`src/rtl/core/srna_pkg.sv`:
```
package srna_pkg;

  localparam int NUM_W    = 7;
  localparam int OP_W     = 3;
  localparam int STATUS_W = 2;
  localparam int LETTER_W = 5;

  localparam logic [OP_W-1:0] OP_ASSIGN      = 3'd0;
  localparam logic [OP_W-1:0] OP_ALLOCATE    = 3'd1;
  localparam logic [OP_W-1:0] OP_RELEASE     = 3'd2;
  localparam logic [OP_W-1:0] OP_HIGHEST     = 3'd3;
  localparam logic [OP_W-1:0] OP_DESCRIBE    = 3'd4;
  localparam logic [OP_W-1:0] OP_CLEAR_NAMED = 3'd5;

  localparam logic [STATUS_W-1:0] ST_OK       = 2'd0;
  localparam logic [STATUS_W-1:0] ST_NO_FREE  = 2'd1;
  localparam logic [STATUS_W-1:0] ST_NOT_USED = 2'd2;

  // letter codes are base 26; x / 26 == (x * 79) >> 11 for x below 256
  localparam int LETTER_BASE  = 26;
  localparam int RECIP_MUL    = 79;
  localparam int RECIP_SHIFT  = 11;
  localparam int RECIP_MUL_W  = 7;

  typedef struct packed {
    logic [OP_W-1:0]  operation;
    logic [NUM_W-1:0] number;
  } req_t;

  typedef struct packed {
    logic [NUM_W-1:0]    result_number;
    logic [STATUS_W-1:0] status;
    logic                is_temporary;
    logic [LETTER_W-1:0] letter_high;
    logic [LETTER_W-1:0] letter_low;
  } rsp_t;

endpackage

```
`src/rtl/core/srna_input_stage.sv`:
```
module srna_input_stage
  import srna_pkg::*;
(
  input  logic clk_i,
  input  logic rst_ni,
  input  logic in_valid_i,
  output logic in_ready_o,
  input  req_t in_data_i,
  input  logic advance_i,
  output logic req_valid_o,
  output req_t req_o
);

  logic valid_q, valid_d;
  req_t req_q;
  logic take;

  assign in_ready_o = !valid_q || advance_i;
  assign take       = in_valid_i && in_ready_o;
  assign valid_d    = take ? 1'b1 : (advance_i ? 1'b0 : valid_q);

  always_ff @(posedge clk_i or negedge rst_ni) begin
    if (!rst_ni) begin
      valid_q <= 1'b0;
    end else begin
      valid_q <= valid_d;
    end
  end

  always_ff @(posedge clk_i) begin
    if (take) begin
      req_q <= in_data_i;
    end
  end

  assign req_valid_o = valid_q;
  assign req_o       = req_q;

endmodule

```
`src/rtl/core/srna_map_core.sv`:
```
module srna_map_core
  import srna_pkg::*;
#(
  parameter int NAMED_SLOTS = 16,
  parameter int TOTAL_SLOTS = 128
) (
  input  logic clk_i,
  input  logic rst_ni,
  input  logic commit_i,
  input  req_t req_i,
  output rsp_t rsp_o
);

  localparam int NamedEff = (NAMED_SLOTS < TOTAL_SLOTS) ? NAMED_SLOTS : TOTAL_SLOTS;
  localparam int IdxW     = $clog2(TOTAL_SLOTS);
  localparam int SlotW    = (IdxW > NUM_W) ? IdxW : NUM_W;
  localparam int NumSpan  = 1 << NUM_W;
  localparam int ProdW    = SlotW + RECIP_MUL_W;

  logic [TOTAL_SLOTS-1:0] used_q, used_d;
  logic [TOTAL_SLOTS-1:0] set_mask, clr_mask;
  logic [NumSpan-1:0]     view;

  logic             named_free, temp_free;
  logic [SlotW-1:0] named_idx, temp_idx, high_idx;
  logic [SlotW-1:0] grant_idx, letter_src, offset;
  logic             grant_en, release_en, clear_en;
  logic             hit;
  logic [ProdW-1:0] prod;
  logic [LETTER_W-1:0] quo, rem;
  rsp_t             rsp;

  // flat priority encoders over the map
  always_comb begin
    named_free = 1'b0;
    named_idx  = '0;
    temp_free  = 1'b0;
    temp_idx   = '0;
    high_idx   = '0;
    for (int k = NamedEff - 1; k >= 0; k--) begin
      if (!used_q[k]) begin
        named_free = 1'b1;
        named_idx  = SlotW'(k);
      end
    end
    for (int k = TOTAL_SLOTS - 1; k >= NamedEff; k--) begin
      if (!used_q[k]) begin
        temp_free = 1'b1;
        temp_idx  = SlotW'(k);
      end
    end
    for (int k = NamedEff; k < TOTAL_SLOTS; k++) begin
      if (used_q[k]) begin
        high_idx = SlotW'(k);
      end
    end
  end

  // map as seen through the 7-bit number field; out of range reads as free
  always_comb begin
    for (int k = 0; k < NumSpan; k++) begin
      view[k] = 1'b0;
      if (k < TOTAL_SLOTS) begin
        view[k] = used_q[k];
      end
    end
  end

  assign hit = view[req_i.number];

  // base-26 split of the temporary offset
  assign letter_src = (req_i.operation == OP_ALLOCATE) ? temp_idx
                                                       : SlotW'(req_i.number);
  assign offset = letter_src - SlotW'(NamedEff);
  assign prod   = ProdW'(offset) * ProdW'(RECIP_MUL);
  assign quo    = LETTER_W'(prod >> RECIP_SHIFT);
  assign rem    = LETTER_W'(offset - SlotW'(quo) * SlotW'(LETTER_BASE));

  always_comb begin
    rsp        = '0;
    grant_en   = 1'b0;
    grant_idx  = '0;
    release_en = 1'b0;
    clear_en   = 1'b0;
    case (req_i.operation)
      OP_ASSIGN: begin
        if (named_free) begin
          grant_en           = 1'b1;
          grant_idx          = named_idx;
          rsp.result_number  = named_idx[NUM_W-1:0];
        end else begin
          rsp.status = ST_NO_FREE;
        end
      end
      OP_ALLOCATE: begin
        if (temp_free) begin
          grant_en          = 1'b1;
          grant_idx         = temp_idx;
          rsp.result_number = temp_idx[NUM_W-1:0];
          rsp.is_temporary  = 1'b1;
          rsp.letter_high   = quo;
          rsp.letter_low    = rem;
        end else begin
          rsp.status = ST_NO_FREE;
        end
      end
      OP_RELEASE: begin
        if (hit) begin
          release_en = 1'b1;
        end else begin
          rsp.status = ST_NOT_USED;
        end
      end
      OP_HIGHEST: begin
        rsp.result_number = high_idx[NUM_W-1:0];
      end
      OP_DESCRIBE: begin
        if (hit) begin
          rsp.result_number = req_i.number;
          if (SlotW'(req_i.number) >= SlotW'(NamedEff)) begin
            rsp.is_temporary = 1'b1;
            rsp.letter_high  = quo;
            rsp.letter_low   = rem;
          end
        end else begin
          rsp.status = ST_NOT_USED;
        end
      end
      OP_CLEAR_NAMED: begin
        clear_en = 1'b1;
      end
      default: begin
      end
    endcase
  end

  always_comb begin
    for (int k = 0; k < TOTAL_SLOTS; k++) begin
      set_mask[k] = grant_en && (grant_idx == SlotW'(k));
      clr_mask[k] = (release_en && (SlotW'(req_i.number) == SlotW'(k)))
                 || (clear_en && (k < NamedEff));
    end
    used_d = commit_i ? ((used_q & ~clr_mask) | set_mask) : used_q;
  end

  always_ff @(posedge clk_i or negedge rst_ni) begin
    if (!rst_ni) begin
      used_q <= '0;
    end else begin
      used_q <= used_d;
    end
  end

  assign rsp_o = rsp;

`ifndef SYNTH
  a_clear_named: assert property (@(posedge clk_i) disable iff (!rst_ni)
    commit_i && (req_i.operation == OP_CLEAR_NAMED)
    |=> (used_q[NamedEff-1:0] == '0))
    else $error("named region not empty after clear");

  a_assign_region: assert property (@(posedge clk_i) disable iff (!rst_ni)
    commit_i && (req_i.operation == OP_ASSIGN) && (rsp.status == ST_OK)
    |-> (SlotW'(rsp.result_number) < SlotW'(NamedEff)))
    else $error("assign granted outside the named region");

  a_alloc_count: assert property (@(posedge clk_i) disable iff (!rst_ni)
    commit_i && (req_i.operation == OP_ALLOCATE) && (rsp.status == ST_OK)
    |=> ($countones(used_q) == $past($countones(used_q)) + 1))
    else $error("allocate did not mark exactly one number");
`endif

endmodule

```
`src/rtl/core/srna_output_stage.sv`:
```
module srna_output_stage
  import srna_pkg::*;
(
  input  logic clk_i,
  input  logic rst_ni,
  input  logic load_i,
  input  rsp_t rsp_i,
  output logic space_o,
  output logic out_valid_o,
  input  logic out_ready_i,
  output rsp_t out_data_o
);

  logic valid_q, valid_d;
  rsp_t rsp_q;

  assign space_o = !valid_q || out_ready_i;
  assign valid_d = load_i ? 1'b1 : (out_ready_i ? 1'b0 : valid_q);

  always_ff @(posedge clk_i or negedge rst_ni) begin
    if (!rst_ni) begin
      valid_q <= 1'b0;
    end else begin
      valid_q <= valid_d;
    end
  end

  always_ff @(posedge clk_i) begin
    if (load_i) begin
      rsp_q <= rsp_i;
    end
  end

  assign out_valid_o = valid_q;
  assign out_data_o  = rsp_q;

endmodule

```
`src/rtl/core/split_region_number_allocator_unit.sv`:
```
// Path: an accepted item passes the input register, then the result register.
// Throughput: one item per cycle while the output is not stalled; the used map is read and updated
// in the same cycle by flat priority encoders between the two registers.
// Reset: asynchronous, active low; clears the used map and both valid flags, so
// every number is free after reset.
module split_region_number_allocator_unit
  import srna_pkg::*;
#(
  parameter int NAMED_SLOTS = 16,
  parameter int TOTAL_SLOTS = 128
) (
  input  logic clk_i,
  input  logic rst_ni,
  input  logic in_valid_i,
  output logic in_ready_o,
  input  req_t in_data_i,
  output logic out_valid_o,
  input  logic out_ready_i,
  output rsp_t out_data_o
);

  logic req_valid;
  req_t req;
  rsp_t rsp;
  logic space;
  logic commit;

  assign commit = req_valid && space;

  srna_input_stage u_input (
    .clk_i      (clk_i),
    .rst_ni     (rst_ni),
    .in_valid_i (in_valid_i),
    .in_ready_o (in_ready_o),
    .in_data_i  (in_data_i),
    .advance_i  (commit),
    .req_valid_o(req_valid),
    .req_o      (req)
  );

  srna_map_core #(
    .NAMED_SLOTS(NAMED_SLOTS),
    .TOTAL_SLOTS(TOTAL_SLOTS)
  ) u_core (
    .clk_i   (clk_i),
    .rst_ni  (rst_ni),
    .commit_i(commit),
    .req_i   (req),
    .rsp_o   (rsp)
  );

  srna_output_stage u_output (
    .clk_i      (clk_i),
    .rst_ni     (rst_ni),
    .load_i     (commit),
    .rsp_i      (rsp),
    .space_o    (space),
    .out_valid_o(out_valid_o),
    .out_ready_i(out_ready_i),
    .out_data_o (out_data_o)
  );

`ifndef SYNTH
  // input side only stalls when an item sits in both stages
  a_stall_cause: assert property (@(posedge clk_i) disable iff (!rst_ni)
    !in_ready_o |-> (req_valid && out_valid_o && !out_ready_i))
    else $error("input stalled without a full pipeline");
`endif

endmodule

```
`config.mk`:
```
export PLATFORM = sky130hd
export DESIGN_NAME = split_region_number_allocator_unit
export DESIGN_NICKNAME = d
export VERILOG_FILES = /design/src/rtl/core/srna_pkg.sv /design/src/rtl/core/srna_input_stage.sv /design/src/rtl/core/srna_map_core.sv /design/src/rtl/core/srna_output_stage.sv /design/src/rtl/core/split_region_number_allocator_unit.sv
export SDC_FILE = /design/constraint.sdc
export NUM_CORES = 1
export LEC_CHECK = 0
export BUFFER_PORTS_ARGS = -buffer_cell sky130_fd_sc_hd__buf_4
export CAP_MARGIN = 20
export CORE_UTILIZATION = 60
export CTS_CLUSTER_SIZE = 14
export DETAILED_ROUTE_END_ITERATION = 6
export PLACE_DENSITY = 0.77
export SLEW_MARGIN = 20
export SYNTH_ARGS = -nofsm -noshare
export SYNTH_HDL_FRONTEND = slang
export SYNTH_SLANG_ARGS = --single-unit
```
`constraint.sdc`:
```
create_clock -name clk_i -period 19.1 [get_ports clk_i]
set_clock_uncertainty 0.05 [all_clocks]
set_input_delay 2.865 -clock clk_i [delete_from_list [all_inputs] [get_ports clk_i]]
set_output_delay 2.865 -clock clk_i [all_outputs]
set_load 0.02 [all_outputs]
```
==> impl_metrics.ini <==
[sta]
min_period_ns = 7.65
hold_violations = 0
fmax_mhz = 131
tns_ns = 0
finalSetupViolations = 0
maxSlewViolCount = 0
rsz0062_at_grt = false
fin_crit_sh_pct = 40.1
worstMarginPinSlew_ns = 1.03
slew_headroom_pct = 31.4
holdWs_ns = 0.440

[power]
peakVddDrop_uv = 100
leakage_nw = 4.86
powerDensity_nw_per_um2 = 75.0

[worst_setup_path]
cp-start-kind = flop
cp-startpoint = u_core.used_q[27]$_DFFE_PN0P_
crit_fanout = 11
reg2reg_from = u_core.used_q[27]$_DFFE_PN0P_
end_kind = flop
cp.arrival_ns = 7.78
crit_path_max_incr_delay_ns = 0.80
r2r_cells = 31
cp_slowest_cell = nor3_1
required_ns = 19.23
path_class = flop to flop

[global_route]
grt-ovfl-total = 0
grt_pass1_wl_um = 69200
grt_max_degree = 77
grt_pass1_vias = 11300
antenna_found_initial = 2
track_usage_pct = 46.1

[finish]
fin_util_pct = 65.6
layout-drive-gt1-share_pct = 9.58
finalInstanceArea_um2 = 12800
nets = 1411
area_growth_pct = 6.72

[placed_design]
port_buffers = 33
place_area_um2 = 12100
hpwl_um = 31800
gp_congestion = 1.04

[drt]
ant_nets = 0
drt_iter0_markers = 2058
wl_um = 45900
drc = 0
vias = 12400
wl_per_cell_um = 28.1
dr.pass1.iters = 7
vias_per_cell = 7.57

[synth]
netlist_instances = 1410
synthAdderAreaFrac_pct = 5.11
syn_avg_cell_area_um2 = 8.51
syn_area_um2 = 12000
yosysSeqAreaShare_pct = 34.1
ys_seq_elements = 158
synthXorXnorAreaFrac_pct = 0.844
synthDistinctLibCells = 81
synthSimpleGateAreaFrac_pct = 21.0
synth-compound-area-share_pct = 25.2
synth_warnings = 0
async_reset_ff_share_pct = 82.3
ys.flop_type = dfrtp_1
synth_top_family_by_area = compound AO/OA/AOI/OAI gates
muxShareOfSynthArea_pct = 6.98
synth_edf_count = 28

[hold_path]
hold_path_class = flop to flop
holdPathStages = 1
worstHoldStart = u_input.req_valid_o$_DFFE_PN0P_

[die]
rows = 51
initial_core_util_pct = 61.5
die_h_um = 143
die_area_um2 = 20600
io_pins = 36
die_w_um = 143
coreArea_um2 = 19500

[clocking]
clk_pin_slew_worst_paths_ns = 0.06
cts_tree = yes
clock_path_buffers = 2
cts_resized = 0
cts.hold.buffers_added = 0
postCtsSetupBuffers = 0
htree_levels = 4
clk_latency_ns = 0.44
numCtsBuffers = 17
cts-root-buf = clkbuf_16
cts_sinks = 158

[run_status]
status = finished clean

[job]
cap_viol_max_count = 0
-- registers in the layout, indices dropped and copies added, names as in the netlist --
signal	cells
u_input.req_valid_o	1
u_output.out_valid_o	1
u_core.used_q	128
u_output.out_data_o	18
u_input.req_o	10
-- cells in the mapped netlist, types with 11 or more instances --
cell type,count,area share [%]
o21ai_0,214,8.9
nor2_1,82,2.6
clkbuf_1,71,2.2
ha_1,33,3.4
nor3_1,52,2.2
nand3_1,47,2.0
o31ai_1,25,1.6
and4_1,12,0.88
mux2i_1,14,1.2
a31oi_1,15,0.78
buf_2,33,1.4
edfxtp_1,28,7.0
nor4_1,35,1.8
nand4_1,48,2.5
o41ai_1,20,1.5
o211ai_1,42,2.6
nand2b_1,25,1.3
nor2b_1,13,0.68
nand2_1,106,3.3
o22ai_1,11,0.57
mux4_2,30,5.6
dfrtp_1,130,27
a21oi_1,53,2.2
o21ai_1,19,0.79
inv_1,66,2.1
-- routing by layer --
layer / up-vias / global-route usage, % / wire length [um]
met5: - / 0 / 0
met4: 0 / 31.3 / 3210
met3: 203 / 12.2 / 6660
met2: 1085 / 64.1 / 18800
met1: 5846 / 62.6 / 17300
li1: 5241 / - / -
-- critical path, delay by kind of cell, from the launching register on --
kind / cells / cell delay, ns
XOR/XNOR: 5 / 0.76
adder cells (fa/ha/maj): 7 / 2.18
AO/OA/AOI/OAI: 7 / 1.47
buffers and inverters: 6 / 0.58
AND/OR/NAND/NOR: 6 / 1.80
flip-flops: 1 / 0.55
-- report_power, final --
group | switching [W] | internal, W | total [W]
Clock | 0.000152 | 0.000247 | 0.000399
Sequential | 0.00000758 | 0.000353 | 0.000361
Combinational | 0.000117 | 0.0000842 | 0.000201
-- worst paths after layout --
kind | to | slack [ns]
min in group asynchronous | u_core.used_q[59]$_DFFE_PN0P_ | 2.41
worst min-delay path | u_output.out_valid_o$_DFFE_PN0P_ | 0.44
max in group asynchronous | u_core.used_q[123]$_DFFE_PN0P_ | 15.07
worst max-delay path | u_output.out_data_o[4]$_DFFE_PP_ | 11.45
worst min register to register | u_output.out_valid_o$_DFFE_PN0P_ | 0.44
worst max register to register | u_output.out_data_o[4]$_DFFE_PP_ | 11.45
-- cell usage in the layout, fill, tap and decap left out, types with 6 or more instances in the layout --
cell type,n
and3_1,8
o21ai_0,214
o22ai_1,11
a2111oi_0,8
o211ai_1,42
a21boi_0,6
fa_1,10
o21a_1,6
o31ai_1,25
clkbuf_16,20
nor2_1,82
nor2b_1,13
buf_4,46
nand4_1,48
nand3b_1,8
xnor2_1,7
nand3_1,47
a21o_1,9
nand2b_1,25
dfrtp_1,130
and2_1,7
inv_1,66
a21oi_1,53
o41ai_1,20
a31oi_1,15
o2111ai_1,9
mux2i_1,14
nand2_1,106
a211oi_1,6
a311oi_1,6
edfxtp_1,28
mux4_2,30
o21ai_1,19
or4_1,7
nor4_1,35
and4_1,12
ha_1,33
nor3_1,52
-- kinds of logic after synthesis --
| group | count (synthesis) |
|---|---|
| DFF | 158 |
| AOI/OAI and AO/OA | 487 |
| muxes | 46 |
| buffers and inverters | 188 |
| adders and majority gates | 43 |
| and+or+nand+nor | 477 |
| other | 1 |
| xor gates and xnor gates | 10 |
-- stage by stage --
stage,std cells,worst slack (ns),power (W)
final,1634,11.45,0.000961
after global routing,1632,11.15,0.000998
after CTS,1632,11.72,0.000958
after detailed placement,1600,11.76,0.000564
after global placement,1600,11.81,0.000557
after floorplan,1411,12.79,0.000509
-- final cells by class --
| cell class | instances | area [um^2] |
|---|---|---|
| clock buffers | 22 | 518 |
| fillers | 1677 | 6710 |
| clock inverters | 10 | 168 |
| repair buffers | 46 | 345 |
| flip-flops and latches | 158 | 4090 |
| inverters | 66 | 248 |
| well taps | 265 | 332 |
| multi-input cells | 1065 | 7100 |
| diodes | 2 | 5.00 |
No activity file was read; power rests on OpenSTA's default activity.
